===== config.mk =====
export PLATFORM = sky130hd
export DESIGN_NAME = battery_balance_sequencer
export DESIGN_NICKNAME = d
export VERILOG_FILES = /design/src/hdl/bbs_pkg.sv /design/src/hdl/bbs_cfg_regs.sv /design/src/hdl/bbs_step.sv /design/src/hdl/battery_balance_sequencer.sv
export SDC_FILE = /design/constraint.sdc
export NUM_CORES = 1
export LEC_CHECK = 0
export BUFFER_PORTS_ARGS = -buffer_cell sky130_fd_sc_hd__buf_4
export CORE_ASPECT_RATIO = 1.1
export CORE_UTILIZATION = 40
export DETAILED_ROUTE_END_ITERATION = 10
export GPL_TIMING_DRIVEN = 0
export PLACE_DENSITY = 0.69
export REMOVE_ABC_BUFFERS = 1
export SLEW_MARGIN = 40
export SYNTH_ARGS = -nofsm -noshare
export SYNTH_HDL_FRONTEND = slang
export SYNTH_SLANG_ARGS = --single-unit

===== constraint.sdc =====
create_clock -name clk_i -period 5.3 [get_ports clk_i]
set_input_delay 1.06 -clock clk_i [delete_from_list [all_inputs] [get_ports clk_i]]
set_output_delay 1.06 -clock clk_i [all_outputs]
set_load 0.005 [all_outputs]

===== src/hdl/bbs_pkg.sv =====
// Shared types, codes and reset constants for the battery balance sequencer.
`default_nettype none

package bbs_pkg;

  localparam int unsigned ShortW = 8;
  localparam int unsigned RestW  = 18;
  localparam int unsigned MvW    = 16;
  localparam int unsigned CfgIdxW  = 3;
  localparam int unsigned CfgDataW = 18;

  // register indexes on the configuration port
  localparam logic [CfgIdxW-1:0] CfgWaitReload    = 3'd0;
  localparam logic [CfgIdxW-1:0] CfgRecheckReload = 3'd1;
  localparam logic [CfgIdxW-1:0] CfgEndReload     = 3'd2;
  localparam logic [CfgIdxW-1:0] CfgRestDuration  = 3'd3;
  localparam logic [CfgIdxW-1:0] CfgMinBatteryMv  = 3'd4;

  localparam logic [ShortW-1:0] WaitReloadRst    = 8'd80;
  localparam logic [ShortW-1:0] RecheckReloadRst = 8'd40;
  localparam logic [ShortW-1:0] EndReloadRst     = 8'd24;
  localparam logic [RestW-1:0]  RestDurationRst  = 18'd144000; // 5 h of 1/8 s ticks
  localparam logic [MvW-1:0]    MinBatteryMvRst  = 16'd10100;

  // battery status codes
  localparam logic [2:0] BatStandby     = 3'd0;
  localparam logic [2:0] BatChargeDone  = 3'd1;
  localparam logic [2:0] BatDischarging = 3'd2;

  typedef enum logic [2:0] {
    PH_WAIT_CHARGE = 3'd0,
    PH_RESTING     = 3'd1,
    PH_RECHECK     = 3'd2,
    PH_TOP_UP      = 3'd3,
    PH_END         = 3'd4,
    PH_ABORT       = 3'd5
  } phase_e;

  typedef struct packed {
    logic            start_req;
    logic            leave;
    logic            short_tick;
    logic            long_tick;
    logic [2:0]      battery_status;
    logic            escape_key;
    logic [MvW-1:0]  battery_mv;
    logic            show_charge_info;
  } bbs_in_t;

  typedef struct packed {
    logic [2:0]       phase;
    logic             refresh_ui;
    logic             restore_power;
    logic             break_port;
    logic             second_elapsed;
    logic             finished;
    logic             normal_exit;
    logic [RestW-1:0] rest_remaining;
  } bbs_out_t;

  typedef struct packed {
    logic [ShortW-1:0] wait_reload;
    logic [ShortW-1:0] recheck_reload;
    logic [ShortW-1:0] end_reload;
    logic [RestW-1:0]  rest_duration;
    logic [MvW-1:0]    min_battery_mv;
  } bbs_cfg_t;

  typedef struct packed {
    phase_e            phase;
    logic [ShortW-1:0] short_timer;
    logic [RestW-1:0]  rest_timer;
    logic              view_latch;
    logic              port_broken;
  } bbs_state_t;

endpackage

`default_nettype wire


===== src/hdl/bbs_cfg_regs.sv =====
// Configuration register file of the battery balance sequencer.
`default_nettype none

module bbs_cfg_regs
  import bbs_pkg::*;
(
  input  wire logic                clk_i,
  input  wire logic                rst_ni,
  input  wire logic                cfg_we_i,
  input  wire logic [CfgIdxW-1:0]  cfg_idx_i,
  input  wire logic [CfgDataW-1:0] cfg_data_i,
  output bbs_cfg_t                 cfg_o
);

  bbs_cfg_t cfg_q, cfg_d;

  always_comb begin
    cfg_d = cfg_q;
    if (cfg_we_i) begin
      unique case (cfg_idx_i)
        CfgWaitReload:    cfg_d.wait_reload    = cfg_data_i[ShortW-1:0];
        CfgRecheckReload: cfg_d.recheck_reload = cfg_data_i[ShortW-1:0];
        CfgEndReload:     cfg_d.end_reload     = cfg_data_i[ShortW-1:0];
        CfgRestDuration:  cfg_d.rest_duration  = cfg_data_i[RestW-1:0];
        CfgMinBatteryMv:  cfg_d.min_battery_mv = cfg_data_i[MvW-1:0];
        default: ; // unmapped index: ignored
      endcase
    end
  end

  always_ff @(posedge clk_i or negedge rst_ni) begin
    if (!rst_ni) begin
      cfg_q.wait_reload    <= WaitReloadRst;
      cfg_q.recheck_reload <= RecheckReloadRst;
      cfg_q.end_reload     <= EndReloadRst;
      cfg_q.rest_duration  <= RestDurationRst;
      cfg_q.min_battery_mv <= MinBatteryMvRst;
    end else begin
      cfg_q <= cfg_d;
    end
  end

  assign cfg_o = cfg_q;

endmodule

`default_nettype wire


===== src/hdl/bbs_step.sv =====
// Next-state and result logic for one handler call.
`default_nettype none

module bbs_step
  import bbs_pkg::*;
(
  input  wire bbs_in_t    item_i,
  input  wire bbs_cfg_t   cfg_i,
  input  wire bbs_state_t state_i,
  output bbs_state_t      state_o,
  output bbs_out_t        result_o
);

  always_comb begin
    bbs_state_t s;
    logic busy;
    logic refresh, restore, brk, second, fin, normal;

    s       = state_i;
    refresh = 1'b0;
    restore = 1'b0;
    brk     = 1'b0;
    second  = 1'b0;
    fin     = 1'b0;
    normal  = 1'b0;
    busy    = (item_i.battery_status != BatStandby) &&
              (item_i.battery_status != BatChargeDone);

    if (item_i.leave) begin
      s.phase       = PH_ABORT;
      s.short_timer = '0;
      s.rest_timer  = '0;
      s.port_broken = 1'b0;
      restore       = 1'b1;
    end else if (item_i.start_req) begin
      s.port_broken = 1'b0;
      refresh       = 1'b1;
      s.phase       = PH_WAIT_CHARGE;
      s.rest_timer  = cfg_i.rest_duration;
    end else begin
      // saturating tick decrements happen ahead of the phase step
      if (item_i.short_tick && (s.short_timer != '0)) s.short_timer = s.short_timer - 1'b1;
      if (item_i.long_tick && (s.rest_timer != '0)) s.rest_timer = s.rest_timer - 1'b1;

      unique case (state_i.phase)
        PH_WAIT_CHARGE: begin
          if (busy) s.short_timer = cfg_i.wait_reload;
          s.rest_timer = cfg_i.rest_duration;
          if (s.short_timer == '0) begin
            refresh       = 1'b1;
            s.phase       = PH_RESTING;
            restore       = 1'b1;
            brk           = 1'b1;
            s.port_broken = 1'b1;
          end else if (item_i.escape_key || (item_i.battery_status == BatDischarging)) begin
            refresh = 1'b1;
            s.phase = PH_ABORT;
          end else if (item_i.show_charge_info != s.view_latch) begin
            refresh      = 1'b1;
            s.view_latch = item_i.show_charge_info;
          end
        end
        PH_RESTING: begin
          // one second per eight long ticks
          if ((s.rest_timer[2:0] == 3'd0) && !s.view_latch) begin
            refresh      = 1'b1;
            s.view_latch = 1'b1;
            second       = 1'b1;
          end else if (s.rest_timer[2:0] != 3'd0) begin
            s.view_latch = 1'b0;
          end
          if (item_i.escape_key || (item_i.battery_mv < cfg_i.min_battery_mv)) begin
            refresh      = 1'b1;
            s.rest_timer = '0;
            s.phase      = PH_ABORT;
            restore      = 1'b1;
          end else if (s.rest_timer == '0) begin
            refresh       = 1'b1;
            s.phase       = PH_RECHECK;
            s.short_timer = cfg_i.recheck_reload;
            restore       = 1'b1;
          end
        end
        PH_RECHECK: begin
          if ((item_i.battery_status != BatStandby) &&
              (item_i.battery_status != BatDischarging)) s.phase = PH_TOP_UP;
          if (s.short_timer == '0) begin
            refresh       = 1'b1;
            s.phase       = PH_END;
            s.short_timer = cfg_i.end_reload;
          end
        end
        PH_TOP_UP: begin
          s.rest_timer = '0;
          if (busy) s.short_timer = cfg_i.wait_reload;
          if ((s.short_timer == '0) || (item_i.battery_status == BatDischarging)) begin
            refresh       = 1'b1;
            s.phase       = PH_END;
            s.short_timer = cfg_i.end_reload;
          end else if (item_i.escape_key) begin
            refresh = 1'b1;
            s.phase = PH_ABORT;
            restore = 1'b1;
          end else if (item_i.show_charge_info != s.view_latch) begin
            refresh      = 1'b1;
            s.view_latch = item_i.show_charge_info;
          end
        end
        PH_END: begin
          if ((s.short_timer == '0) && (item_i.battery_status == BatStandby)) begin
            fin    = 1'b1;
            normal = 1'b1;
          end
        end
        PH_ABORT: begin
          if (item_i.escape_key) fin = 1'b1;
        end
        default: ; // unreachable codes: phase kept
      endcase

      // closing the cycle returns to idle
      if (fin) begin
        s.phase       = PH_ABORT;
        s.short_timer = '0;
        s.rest_timer  = '0;
        s.port_broken = 1'b0;
        restore       = 1'b1;
      end
    end

    state_o                 = s;
    result_o.phase          = s.phase;
    result_o.refresh_ui     = refresh;
    result_o.restore_power  = restore;
    result_o.break_port     = brk;
    result_o.second_elapsed = second;
    result_o.finished       = fin;
    result_o.normal_exit    = normal;
    result_o.rest_remaining = s.rest_timer;
  end

endmodule

`default_nettype wire


===== src/hdl/battery_balance_sequencer.sv =====
// Top level of the battery balance sequencer: input register, step logic, result register.
//
// Each input transfer is one handler call of the balancing sequence and yields
// exactly one result transfer. Input and output use valid/ready; a transfer
// happens when valid and ready are both high at a rising clk_i edge.
// Each item passes the input register, then the result register. Throughput:
// one item per cycle while the receiver keeps out_ready_i high; the phase and
// timer state is updated as an item moves from the input register into the
// result register, so the next item sees it with no gap.
// The input register is free to take a new transfer whenever its item can
// move on, so a result waiting on out_ready_i still lets one more item in.
// When the receiver stalls, both registers hold and in_ready_o drops once the
// input register is occupied; no result is lost or repeated.
// Configuration: cfg_we_i writes cfg_data_i into register cfg_idx_i at once
// (0 wait reload, 1 recheck reload, 2 end reload, 3 rest duration,
// 4 minimum battery mV); indexes beyond that are ignored. Write only while idle.
// Reset (rst_ni low, asynchronous): pipeline empty, phase abnormal end,
// timers and latches cleared, configuration at its defaults.
`default_nettype none

module battery_balance_sequencer
  import bbs_pkg::*;
(
  input  wire logic                clk_i,
  input  wire logic                rst_ni,
  input  wire logic                cfg_we_i,
  input  wire logic [CfgIdxW-1:0]  cfg_idx_i,
  input  wire logic [CfgDataW-1:0] cfg_data_i,
  input  wire logic                in_valid_i,
  output logic                     in_ready_o,
  input  wire bbs_in_t             in_data_i,
  output logic                     out_valid_o,
  input  wire logic                out_ready_i,
  output bbs_out_t                 out_data_o
);

  bbs_cfg_t   cfg;
  bbs_state_t state_q, state_d;
  bbs_out_t   result;

  logic       in_valid_q;
  bbs_in_t    in_data_q;
  logic       out_valid_q;
  bbs_out_t   out_data_q;
  logic       advance;

  bbs_cfg_regs u_cfg (
    .clk_i      (clk_i),
    .rst_ni     (rst_ni),
    .cfg_we_i   (cfg_we_i),
    .cfg_idx_i  (cfg_idx_i),
    .cfg_data_i (cfg_data_i),
    .cfg_o      (cfg)
  );

  bbs_step u_step (
    .item_i   (in_data_q),
    .cfg_i    (cfg),
    .state_i  (state_q),
    .state_o  (state_d),
    .result_o (result)
  );

  // item in the input register moves on when the result slot is free or drains
  assign advance    = in_valid_q && (!out_valid_q || out_ready_i);
  assign in_ready_o = !in_valid_q || advance;

  always_ff @(posedge clk_i or negedge rst_ni) begin
    if (!rst_ni) begin
      in_valid_q  <= 1'b0;
      out_valid_q <= 1'b0;
      state_q.phase       <= PH_ABORT;
      state_q.short_timer <= '0;
      state_q.rest_timer  <= '0;
      state_q.view_latch  <= 1'b0;
      state_q.port_broken <= 1'b0;
    end else begin
      if (in_ready_o) in_valid_q <= in_valid_i;
      if (advance) begin
        out_valid_q <= 1'b1;
        state_q     <= state_d;
      end else if (out_ready_i) begin
        out_valid_q <= 1'b0;
      end
    end
  end

  // payload registers, no reset
  always_ff @(posedge clk_i) begin
    if (in_ready_o && in_valid_i) in_data_q <= in_data_i;
    if (advance) out_data_q <= result;
  end

  assign out_valid_o = out_valid_q;
  assign out_data_o  = out_data_q;

endmodule

`default_nettype wire


# --- Word-level counts from Yosys, hierarchy flattened ---
# Cells that the tools add are included.
classes:
  n_addsub: 2
  n_lt_le_gt_ge: 1
  n_eq_ne: 19
  n_mux: 63
  bitwise: 5
  n_reduce_logical: 41
op_table:
  columns: ["operator", "count"]
  rows:
  - ["8-bit 2-to-1 mux", 13]
  - ["18-bit 2-to-1 mux", 5]
  - ["29-bit 2-to-1 mux", 2]
  - ["19-bit one-hot mux with 3 select lines", 1]
  - ["11-bit one-hot mux with 4 select lines", 1]
  - ["1-bit 2-to-1 mux", 29]
  - ["8-bit zero test", 3]
  - ["11-bit 2-to-1 mux", 2]
  - ["3-bit 2-to-1 mux", 7]
  - ["18-bit zero test", 1]
  - ["18-bit nonzero test", 1]
  - ["18-bit by 1-bit subtractor with 18-bit output (second input constant)", 1]
  - ["16-bit less-than comparator", 1]
  - ["3-bit by 2-bit == test with 1-bit output (second input constant)", 5]
  - ["3-bit zero test", 4]
  - ["2-bit AND reduction", 6]
  - ["2-bit != test (second input constant)", 5]
  - ["3-bit == test (second input constant)", 3]
  - ["9-bit AND reduction", 1]
  - ["3-bit nonzero test", 3]
  - ["3-bit OR reduction", 3]
  - ["1-bit logical AND", 8]
  - ["8-bit nonzero test", 1]
  - ["8-bit by 1-bit subtractor with 8-bit output (second input constant)", 1]
  - ["other kinds (12)", 24]
word_totals:
  regBits: 142
  in_bits: 51
  elab_cells: 158

# --- Depth between registers and ports, before layout ---
# Gate-level depths: netlist of run 1.
logic_depth:
  word_depth: 16
  mapped_depth: 14
  mapped_depth_nobuf: 11

# --- Cells and area by module ---
# A second synthesis of run 1 with hierarchy kept.
hier_totals:
  cells_unflattened: 722
  hier_area_um2: 8152.8
by_module_without_submodules:
  columns: ["module", "n_inst", "cells_each", "area_each_um2"]
  rows:
  - ["battery_balance_sequencer", 1, 126, 2936.6]
  - ["bbs_step", 1, 470, 2927.8]
  - ["bbs_cfg_regs", 1, 126, 2288.4]

# --- Least setup slack after synthesis of run 1 ---
# OpenSTA, ideal clock, no wires.
synth_timing:
  path_kind: "reg-to-reg"
  startpoint: "register state_q[20] (netlist bit)"
  endpoint: "register state_q[25] (netlist bit)"
  t_arrival_ps: 3090
  t_required_ps: 5167
  path_slack_ps: 2077
  path_stages_with_launch: 14
  n_path_buf: 2
  synth_period_minus_slack_ps: 3223
  path_cell_list: "dfrtp_1 -> clkbuf_1 -> inv_1 -> ha_1 -> nor3b_1 -> a21boi_0 -> xnor2_1 -> a21oi_1 -> nor3_2 -> o221a_2 -> buf_2 -> a221o_1 -> o311ai_1 -> nand3_1"
synth_between:
  elab_chain_len: 16
  elab_cells_between_ends: 29
synth_rtl:
  columns: ["element", "line_no", "source"]
  rows:
  - ["from (decl)", "battery_balance_sequencer.sv:38", "bbs_state_t state_q, state_d;"]
  - ["from (signal assigned)", "battery_balance_sequencer.sv:81", "state_q <= state_d;"]
  - ["branches (longest 2 deep; another with 8-bit by 1-bit subtractor with 8-bit output)", null, null]
  - ["8-bit 2-to-1 mux (*)", "bbs_step.sv:42", "if (item_i.short_tick && (s.short_timer != '0)) s.short_timer = s.short_timer - 1'b1;"]
  - ["8-bit 2-to-1 mux (*)", "bbs_step.sv:35", "end else if (item_i.start_req) begin"]
  - ["8-bit 2-to-1 mux (*)", "bbs_step.sv:29", "if (item_i.leave) begin"]
  - ["8-bit 2-to-1 mux", "bbs_step.sv:47, bbs_step.sv:95", null]
  - ["8-bit 2-to-1 mux", "bbs_step.sv:45", "unique case (state_i.phase)"]
  - ["8-bit 2-to-1 mux", "bbs_step.sv:35", null]
  - ["8-bit 2-to-1 mux", "bbs_step.sv:29", null]
  - ["8-bit zero test", "bbs_step.sv:96", "if ((s.short_timer == '0) || (item_i.battery_status == BatDischarging)) begin"]
  - ["1-bit logical OR", "bbs_step.sv:96", null]
  - ["8-bit 2-to-1 mux", "bbs_step.sv:96", null]
  - ["11-bit one-hot mux with 4 select lines", "bbs_step.sv:45", null]
  - ["29-bit 2-to-1 mux (*)", "bbs_step.sv:122", "if (fin) begin"]
  - ["8-bit 2-to-1 mux (*)", "bbs_step.sv:35", null]
  - ["29-bit 2-to-1 mux (*)", "bbs_step.sv:29", null]
# Every way passes the cells marked *. The select of a mux whose other input is x is not followed.
# A chain may end at the register's enable or synchronous reset.

# --- Final worst setup path of run 1 ---
layout_timing:
  startpoint: "register state_q[2] (netlist bit)"
  endpoint: "register state_q[21] (netlist bit)"
layout_between:
  elab_chain_len: 12
  elab_cells_between_ends: 13
layout_rtl:
  columns: ["element", "line_no", "source"]
  rows:
  - ["branches (longest 2 deep; another with 18-bit by 1-bit subtractor with 18-bit output)", null, null]
  - ["18-bit 2-to-1 mux (*)", "bbs_step.sv:43", "if (item_i.long_tick && (s.rest_timer != '0)) s.rest_timer = s.rest_timer - 1'b1;"]
  - ["18-bit 2-to-1 mux (*)", "bbs_step.sv:35", null]
  - ["18-bit 2-to-1 mux (*)", "bbs_step.sv:29", null]
  - ["18-bit zero test (*)", "bbs_step.sv:77", "end else if (s.rest_timer == '0) begin"]
  - ["11-bit 2-to-1 mux (*)", "bbs_step.sv:77", null]
  - ["8-bit 2-to-1 mux (*)", "bbs_step.sv:72", "if (item_i.escape_key || (item_i.battery_mv < cfg_i.min_battery_mv)) begin"]
  - ["11-bit one-hot mux with 4 select lines (*)", "bbs_step.sv:45", null]
  - ["29-bit 2-to-1 mux (*)", "bbs_step.sv:122", null]
  - ["8-bit 2-to-1 mux (*)", "bbs_step.sv:35", null]
  - ["29-bit 2-to-1 mux (*)", "bbs_step.sv:29", null]
# Marked as above.

==> flow_metrics.tcl, run 1 <==
set metrics [dict create \
    clock.fmax_mhz 270 \
    postSynthAreaPerCell_sq_um 10.3 \
    layout_common_cells "nand2_1, buf_4, dfrtp_1, o21ai_0, edfxtp_1" \
    p_total_w 0.00357 \
    num_antenna_cells 0 \
    met1_length_um 7840 \
    gp_congestion 0.915 \
    holdCritPathClass "register to register" \
    synth-main-ff-cell "dfrtp_1" \
    worstSetupEndpointType "register" \
    crit_fanout 6 \
    numCtsBuffers 17 \
    period_minus_slack_ns 3.71 \
    syn_area_sq_mm 0.00739 \
    avgViaCountPerCell 5.55 \
    dpl.hpwl_um 12300 \
    path_class "register to register" \
    drt_iter0_markers 629 \
    grt_pass1_wl_um 28500 \
    period_share_pct 70.0 \
    holdBufCountCts 0 \
    overflow 0 \
    relSlewSlack_pct 44.8 \
    rsz0062_at_grt "no" \
    fin_nets 855 \
    io_pins 80 \
    status "finished clean" \
    synth_edf_count 52 \
    worstPathArrival_ns 4.02 \
    clockBufferDepth 2 \
    drtPass1Iterations 6 \
    num_rows 51 \
    clk_pin_slew_ns 0.06 \
    peakVddDrop_uv 278 \
    tns_ns 0 \
    synth_compound_area_share_pct 15.8 \
    synthMuxAreaShare_pct 7.45 \
    cts-resized-gates 0 \
    routed_wirelength_um 17300 \
    htreeDepth 4 \
    grt_pass1_vias 5473 \
    clock-sinks 142 \
    chipWidth_um 132 \
    async_reset_ff_share_pct 63.4 \
    grt_antenna_before_repair 0 \
    ant_nets 0 \
    wl_met3_um 974 \
    start_util_pct 41.4 \
    ys_ff_latch 142 \
    skew_ns 0.00762 \
    hold_viol_final 0 \
    p_leak_nw 3.62 \
    drv_cap 0 \
    die_area_sq_mm 0.0190 \
    met2_length_um 8260 \
    grt_usage_pct 19.4 \
    port-buffer-count 79 \
    vias 5746 \
    clk_latency_ns 0.43 \
    synthAdderAreaFrac_pct 3.22 \
    die_y_um 145 \
    synth_top_family_by_area "simple AND/OR/NAND/NOR gates" \
    required_ns 5.61 \
    synth_cells 715 \
    power.density_mw_per_mm2 405 \
    grt_max_degree 91 \
    top_layer_used "met4" \
    synthXorXnorAreaFrac_pct 1.66 \
    drv_slew 0 \
    ys_seq_area_share_pct 52.0 \
    post_synth_and_or_nand_nor_area_fraction_pct 16.5 \
    n_fill_cell 1659 \
    drc 0 \
    cts_tree "built" \
    core_sq_mm 0.0179 \
    drive_gt1_share_pct 26.3 \
    final_common_cell "nand2_1" \
    cts_root_buf "clkbuf_16" \
    ys_warn_count 0 \
    yosys.cell_types.count 75 \
    setup_viol 0 \
    tightest_slew_ns 0.825 \
    wl_per_cell_um 16.7 \
    post_cts_buffers 0 \
    area_delta_synth_final_pct 19.2 \
    cp-start-kind "register" \
]
[final timing paths]
kind / start / end / slack (ns) / depth (start not counted)
setup / recovery: state_q[2]$_DFFE_PN0P_ / state_q[21]$_DFFE_PN0P_ / 1.59 / 11
max in group asynchronous: rst_ni / state_q[29]$_DFFE_PN0P_ / 4.11 / 1
hold reg to reg: u_cfg.cfg_o[30]$_DFFE_PN0P_ / u_cfg.cfg_o[30]$_DFFE_PN0P_ / 0.51 / 1
setup reg to reg: state_q[2]$_DFFE_PN0P_ / state_q[21]$_DFFE_PN0P_ / 1.59 / 11
hold / removal: u_cfg.cfg_o[30]$_DFFE_PN0P_ / u_cfg.cfg_o[30]$_DFFE_PN0P_ / 0.51 / 1
min in group asynchronous: rst_ni / u_cfg.cfg_o[12]$_DFFE_PN0P_ / 0.68 / 1
[registers in the layout (all words and copies together) (netlist names)]
register     count
state_q         30
u_cfg.cfg_o     58
in_data_q       25
out_data_o      27
in_valid_q       1
out_valid_o      1
[metal layers]
layer  GRT usage [%]  vias up
met1            25.8     2771
met2            32.4      184
met4            5.81        0
met5               0        -
met3            3.65       19
li1                -     2772
[stage by stage]
step	std cells	util [%]	setup slack, ns	hold WS, ns	area [sq um]
6_report	1036	49.3	1.59	0.507	8810
5_1_grt	1036	49.3	1.29	0.525	8810
4_1_cts	1036	49.2	1.63	0.510	8800
3_5_place_dp	1004	46.1	1.66	0.491	8230
3_3_place_gp	1001	45.7	0.0301	0.467	8160
2_1_floorplan	684	-	1.60	0.457	7270
[cell usage after synthesis (8+ instances only)]
library cell | n | area, sq um
nand2_1 | 93 | 349
clkbuf_1 | 26 | 97.6
nand2b_1 | 9 | 56.3
ha_1 | 19 | 238
edfxtp_1 | 52 | 1560
a31oi_1 | 8 | 50.1
nand3_1 | 11 | 55.1
xnor2_1 | 10 | 87.6
dfrtp_1 | 69 | 1730
dfstp_2 | 21 | 552
mux2_2 | 47 | 529
nor3_1 | 23 | 115
inv_1 | 35 | 131
o21ai_0 | 57 | 285
a21oi_1 | 31 | 155
nor4_1 | 11 | 68.8
nor2_1 | 51 | 191
[power by group]
part	switching [W]	total [W]	internal (W)
combinational	0.000507	0.000902	0.000395
clock	0.000510	0.00115	0.000643
sequential	0.000158	0.00151	0.00135
[cell type report]
class | count | area [sq um] | share of cell area [%]
Clock buffer | 18 | 450 | 5.11
Clock inverter | 14 | 118 | 1.34
Inverter | 35 | 134 | 1.52
Multi-Input combinational cell | 507 | 3340 | 37.9
Sequential cell | 142 | 3840 | 43.6
Tap cell | 238 | 298 | 3.38
Timing Repair Buffer | 82 | 627 | 7.12
[cells by family after synthesis]
group                      Yosys count
adders and majority gates           19
buffers and inverters               66
xor gates and xnor gates            14
DFF                                142
and+or+nand+nor                    248
muxes                               49
AOI/OAI and AO/OA                  177
[worst max-delay path, cell delays in order, from the launching register on]
cell and delay [ns]:
dfrtp_1 0.46, inv_1 0.10, ha_1 0.25, nand4bb_1 0.27, nor4_1 0.48, mux2_2 0.38, inv_1 0.08, nand4_1 0.25
o31ai_1 0.62, a21o_1 0.24, o21ai_1 0.08, a221o_1 0.37
(Power assumes the default switching activity.)
==> run 2: changes to the inputs <==
--- a/config.mk
+++ b/config.mk
@@ -10,7 +10,7 @@
 export CORE_UTILIZATION = 40
 export DETAILED_ROUTE_END_ITERATION = 10
 export GPL_TIMING_DRIVEN = 0
-export PLACE_DENSITY = 0.69
+export PLACE_DENSITY = 0.71
 export REMOVE_ABC_BUFFERS = 1
 export SLEW_MARGIN = 40
 export SYNTH_ARGS = -nofsm -noshare
==> constraint.sdc (replaced) <==
create_clock -name clk_i -period 3.1 [get_ports clk_i]
set_input_delay 0.62 -clock clk_i [delete_from_list [all_inputs] [get_ports clk_i]]
set_output_delay 0.62 -clock clk_i [all_outputs]
set_load 0.005 [all_outputs]
==> run 2 against run 1 <==
Against the previous run: the flow now finishes with violations (setup timing); first-iteration DRC count decreased by 9.7%; design area up 7.6%; sequential cell count stayed put; routed wire length grew 10%; cell count increased by 3.2%; sequential power is 72% higher; largest cell class unchanged; via count rose by 4.3%.
==> flow_metrics.tcl, run 2 (same netlist as run 1, synthesis figures left out) <==
set metrics [dict create \
    largest_reg_flops 58 \
    clk_latency_ns 0.44 \
    grt_pass1_vias 5764 \
    rr_worst_depth 9 \
    port-buffer-count 79 \
    num_rows 51 \
    worstSetupEndpointType "register" \
    period_share_pct 103 \
    setup_viol 3 \
    cpMaxStageDelayCell "or4_4" \
    core_sq_mm 0.0179 \
    drv_slew 0 \
    numCtsBuffers 17 \
    crit_fanout 5 \
    drt_iter0_markers 568 \
    drv_cap 0 \
    skew_ns 0.0115 \
    routed_wirelength_um 19100 \
    p_total_w 0.00662 \
    final_area_sq_mm 0.00948 \
    peakVddDrop_uv 445 \
    postPlaceCellArea_sq_mm 0.00823 \
    tightest_slew_ns 0.770 \
    holdWs_ns 0.226 \
    clk_pin_slew_ns 0.07 \
    max_stage_delay_ns 0.59 \
    worstPathArrival_ns 3.56 \
    die_y_um 145 \
    setup_slack_ns -0.0871 \
    r2r_end "state_q[29]$_DFFE_PN0P_" \
    wl_per_cell_um 17.8 \
    clock.fmax_mhz 314 \
    hold_viol_final 0 \
    num_antenna_cells 0 \
    rsz0062_at_grt "yes" \
    grt_pass1_wl_um 30400 \
    violations "setup timing" \
    grt_antenna_before_repair 0 \
    cp-startpoint "state_q[6]$_DFFE_PN0P_" \
    clockBufferDepth 2 \
    gp_congestion 0.909 \
    holdCritPathClass "input pin to async pin" \
    avgViaCountPerCell 5.61 \
    fin_nets 888 \
    grt_max_degree 91 \
    htreeDepth 4 \
    drc 0 \
    timing.rr.start "state_q[6]$_DFFE_PN0P_" \
    vias 5992 \
    path_class "register to register" \
    ff2ff_setup_slack_ns -0.09 \
    die_area_sq_mm 0.0190 \
    drive_gt1_share_pct 36.5 \
    chipWidth_um 132 \
    cpMostUsedCell "or3_4" \
    dpl.hpwl_um 12600 \
    stdcell_count 1069 \
    p_leak_nw 3.85 \
    path_cells "or4_4 -> or3_4 -> o21ai_2 -> nand4_1 -> a211o_4 -> or3_4 -> or2_0 -> a221oi_2 -> mux2_4" \
    cp-start-kind "register" \
    power.density_mw_per_mm2 699 \
    relSlewSlack_pct 48.4 \
    final_common_cell "buf_4" \
    period_minus_slack_ns 3.19 \
    grt_usage_pct 20.7 \
    cts_tree "built" \
    clock-sinks 142 \
    area_delta_synth_final_pct 28.2 \
    cts_root_buf "clkbuf_16" \
    holdBufCountCts 0 \
    start_util_pct 41.4 \
    tns_ns -0.165 \
    overflow 0 \
    ant_nets 0 \
    drtPass1Iterations 5 \
    io_pins 80 \
    dp_cells 1004 \
    status "complete, but fails checks" \
    layout_common_cells "buf_4, nand2_1, o21ai_0, dfrtp_1, edfxtp_1" \
    required_ns 3.47 \
]
[run 2: changes by cell type in the layout (fill, tap and decap cells not counted), moves of 4 or more]
cell | before | now
buf_4 | 79 | 107
dfrtp_1 | 69 | 53
dfrtp_2 | 0 | 16
nor3_1 | 22 | 16
inv_4 | 6 | 1
nor4_4 | 0 | 5
a211oi_1 | 5 | 1
nor2_1 | 49 | 45
nor2_2 | 1 | 5
nor4_1 | 10 | 6
[run 2: layout make-up]
type | count | area (sq um)
inverters | 35 | 134
clock inverters | 14 | 139
repair buffers | 115 | 905
fillers | 1576 | 8390
clock buffers | 18 | 450
flip-flops and latches | 142 | 3860
multi-input cells | 507 | 3690
well taps | 238 | 298
[run 2: through the flow]
stage	util, %	worst slack, ns
6_report	53.0	-0.0871
3_3_place_gp	45.7	-2.20
4_1_cts	51.5	-0.00310
2_1_floorplan	-	-0.600
3_5_place_dp	46.0	-0.509
5_1_grt	53.0	-0.172
[run 2: how the worst max path moves through the flow]
stage	to	slack [ns]	cells past startpoint
2_1_floorplan	state_q[18]$_DFFE_PN0P_	-0.60	10
3_3_place_gp	out_data_o[9]$_DFFE_PP_	-2.20	9
3_5_place_dp	state_q[21]$_DFFE_PN0P_	-0.51	11
4_1_cts	state_q[29]$_DFFE_PN0P_	-0.003	10
5_1_grt	state_q[29]$_DFFE_PN0P_	-0.17	9
6_report	state_q[29]$_DFFE_PN0P_	-0.09	9
[run 2: metal layers]
| layer | GRT usage, % | routed length, um |
|---|---|---|
| met4 | 9.85 | 449 |
| met5 | 0 | 0 |
| met1 | 27.4 | 8520 |
| met2 | 33.2 | 9190 |
| met3 | 3.72 | 901 |
[run 2: power by group]
| part | internal [W] | total, W | leakage [nW] | switching, W |
|---|---|---|---|---|
| logic | 0.000913 | 0.00199 | 1.99 | 0.00107 |
| clock network | 0.00112 | 0.00204 | 0.294 | 0.000921 |
| registers | 0.00232 | 0.00260 | 1.57 | 0.000274 |
| total | 0.00435 | 0.00662 | 3.85 | 0.00227 |
[run 2: critical path: cells and delay by family (launching register included)]
family	cells	cell delay (ns)
flops	1	0.42
mux	1	0.19
simple gates	5	1.68
compound gates	3	0.83
[run 2: what timing repair did]
| action | 4_1_cts | 5_1_grt |
|---|---|---|
| resized for setup | 55 | 32 |
| setup endpoints to repair | 53 | 44 |
| buffers inserted | 17 | 16 |
| pin swaps | 11 | 23 |
==> run 3: changes to the inputs <==
--- a/config.mk
+++ b/config.mk
@@ -6,7 +6,7 @@
 export NUM_CORES = 1
 export LEC_CHECK = 0
 export BUFFER_PORTS_ARGS = -buffer_cell sky130_fd_sc_hd__buf_4
-export CORE_ASPECT_RATIO = 1.1
+export CORE_ASPECT_RATIO = 1.2
 export CORE_UTILIZATION = 40
 export DETAILED_ROUTE_END_ITERATION = 10
 export GPL_TIMING_DRIVEN = 0
==> run 3 against run 2 <==
Against the previous run: the flow still finishes with violations (setup timing); critical path depth up 1; combinational power up 8%; via count up 1.7%; sequential power about the same; total power up 1.2%; register-to-register slack worse by 0.04 ns; worst setup slack worse by 0.041 ns; routed wire length up 1.8%; utilization down 0.068 points; die area about the same; fmax down 1.3%; hold slack worse by 0.075 ns; critical endpoint unchanged; largest cell class unchanged; highest routed layer unchanged.
==> flow_metrics.tcl, run 3 (same netlist as run 1, synthesis figures left out) <==
set metrics [dict create \
    power.density_mw_per_mm2 699 \
    cts_root_buf "clkbuf_16" \
    grt_pass1_wl_um 30300 \
    avgViaCountPerCell 5.69 \
    p_leak_nw 3.92 \
    start_util_pct 40.8 \
    clockBufferDepth 2 \
    overflow 0 \
    routed_wirelength_um 19400 \
    drtPass1Iterations 8 \
    fin_nets 904 \
    hold_viol_final 0 \
    grt_antenna_before_repair 0 \
    die_y_um 151 \
    period_share_pct 104 \
    num_antenna_cells 0 \
    clock.fmax_mhz 310 \
    crit_fanout 5 \
    worstPathArrival_ns 3.60 \
    vias 6096 \
    status "complete, but fails checks" \
    layout_common_cells "buf_4, nand2_1, dfrtp_1, o21ai_0, edfxtp_1" \
    drive_gt1_share_pct 37.1 \
    path_class "register to register" \
    postPlaceCellArea_sq_mm 0.00823 \
    tightest_slew_ns 0.739 \
    grt_pass1_vias 5860 \
    die_area_sq_mm 0.0190 \
    peakVddDrop_uv 452 \
    grt_usage_pct 20.7 \
    holdCritPathClass "input pin to async pin" \
    cp-start-kind "register" \
    drt_iter0_markers 496 \
    wl_per_cell_um 18.1 \
    setup_viol 6 \
    clk_latency_ns 0.43 \
    tns_ns -0.282 \
    holdWs_ns 0.152 \
    drv_slew 0 \
    post-place-ws_ns -0.592 \
    core_sq_mm 0.0181 \
    htreeDepth 4 \
    violations "setup timing" \
    rsz0062_at_grt "yes" \
    period_minus_slack_ns 3.23 \
    cts_tree "built" \
    clk_pin_slew_ns 0.06 \
    clock-sinks 142 \
    path_cells "or4_4 -> nor4_4 -> mux2_2 -> inv_1 -> nand4_1 -> buf_6 -> or3_4 -> or2_1 -> a221oi_2 -> mux2_4" \
    dpl.hpwl_um 12800 \
    final_common_cell "buf_4" \
    chipWidth_um 126 \
    max_stage_delay_ns 0.62 \
    required_ns 3.47 \
    drv_cap 0 \
    relSlewSlack_pct 50.5 \
    final_area_sq_mm 0.00959 \
    largest_reg_flops 58 \
    cpMaxStageDelayCell "or4_4" \
    area_delta_synth_final_pct 29.8 \
    drc 0 \
    numCtsBuffers 17 \
    ant_nets 0 \
    port-buffer-count 79 \
    gp_congestion 0.880 \
    num_rows 54 \
    setup_slack_ns -0.128 \
    io_pins 80 \
    skew_ns 0.0120 \
    grt_max_degree 91 \
    worstSetupEndpointType "register" \
]
[run 3: changes by cell type in the layout (fill, tap and decap cells not counted), sizes merged]
cell      before  now
clkinv         4    3
inv           45   39
clkbuf        19   22
clkinvlp       0    3
buf          114  131
[run 3: critical path: cells and delay by family (launching register included)]
family | cells | cell delay (ns)
buffers and inverters | 2 | 0.25
muxes | 2 | 0.57
AOI/OAI and AO/OA | 1 | 0.29
DFF | 1 | 0.43
and+or+nand+nor | 5 | 1.64
[run 3: repair_timing]
item	CTS	global route
resized for setup	43	45
setup buffers	26	23
pin swaps	14	25
endpoints found under the setup margin	54	27
hold buffers	0	0
[run 3: cell type report]
type	count	area [sq um]
sequential	142	3860
inverter	35	134
clock buffer	22	507
tap	224	280
multi-input combinational	507	3710
fill	1570	8520
clock inverter	10	73.8
timing repair buffer	131	1030
[run 3: worst paths after layout]
check / startpoint / slack (ns) / endpoint / depth (start not counted)
min in group clk_i: in_data_i[20] / 0.36 / in_data_q[20]$_DFFE_PP_ / 1
setup reg to reg: state_q[7]$_DFFE_PN0P_ / -0.13 / state_q[29]$_DFFE_PN0P_ / 10
max in group asynchronous: rst_ni / 2.34 / state_q[12]$_DFFE_PN0P_ / 1
hold / removal: rst_ni / 0.15 / state_q[29]$_DFFE_PN0P_ / 1
setup / recovery: state_q[7]$_DFFE_PN0P_ / -0.13 / state_q[29]$_DFFE_PN0P_ / 10
hold reg to reg: u_cfg.cfg_o[32]$_DFFE_PN0P_ / 0.51 / u_cfg.cfg_o[32]$_DFFE_PN0P_ / 1
[run 3: per-stage QoR]
step           instances  util (%)  total power (W)
3_5_place_dp         991      45.5          0.00416
4_1_cts             1049      50.9          0.00643
5_1_grt             1071      53.0          0.00703
6_report            1071      53.0          0.00670
2_1_floorplan        684         -          0.00363
3_3_place_gp         987      44.9          0.00410
[run 3: where the power goes]
group | switching (W) | internal (W)
Sequential | 0.000267 | 0.00232
Clock | 0.000809 | 0.00117
Combinational | 0.00114 | 0.000996
Total | 0.00222 | 0.00449
[run 3: routing by layer]
layer	global-route usage (%)	share of wire, %	vias to the layer above
met5	0	0	-
met4	9.34	3.0	0
met3	4.31	5.5	46
met2	34.9	50	238
met1	25.7	41	2958
li1	-	-	2854
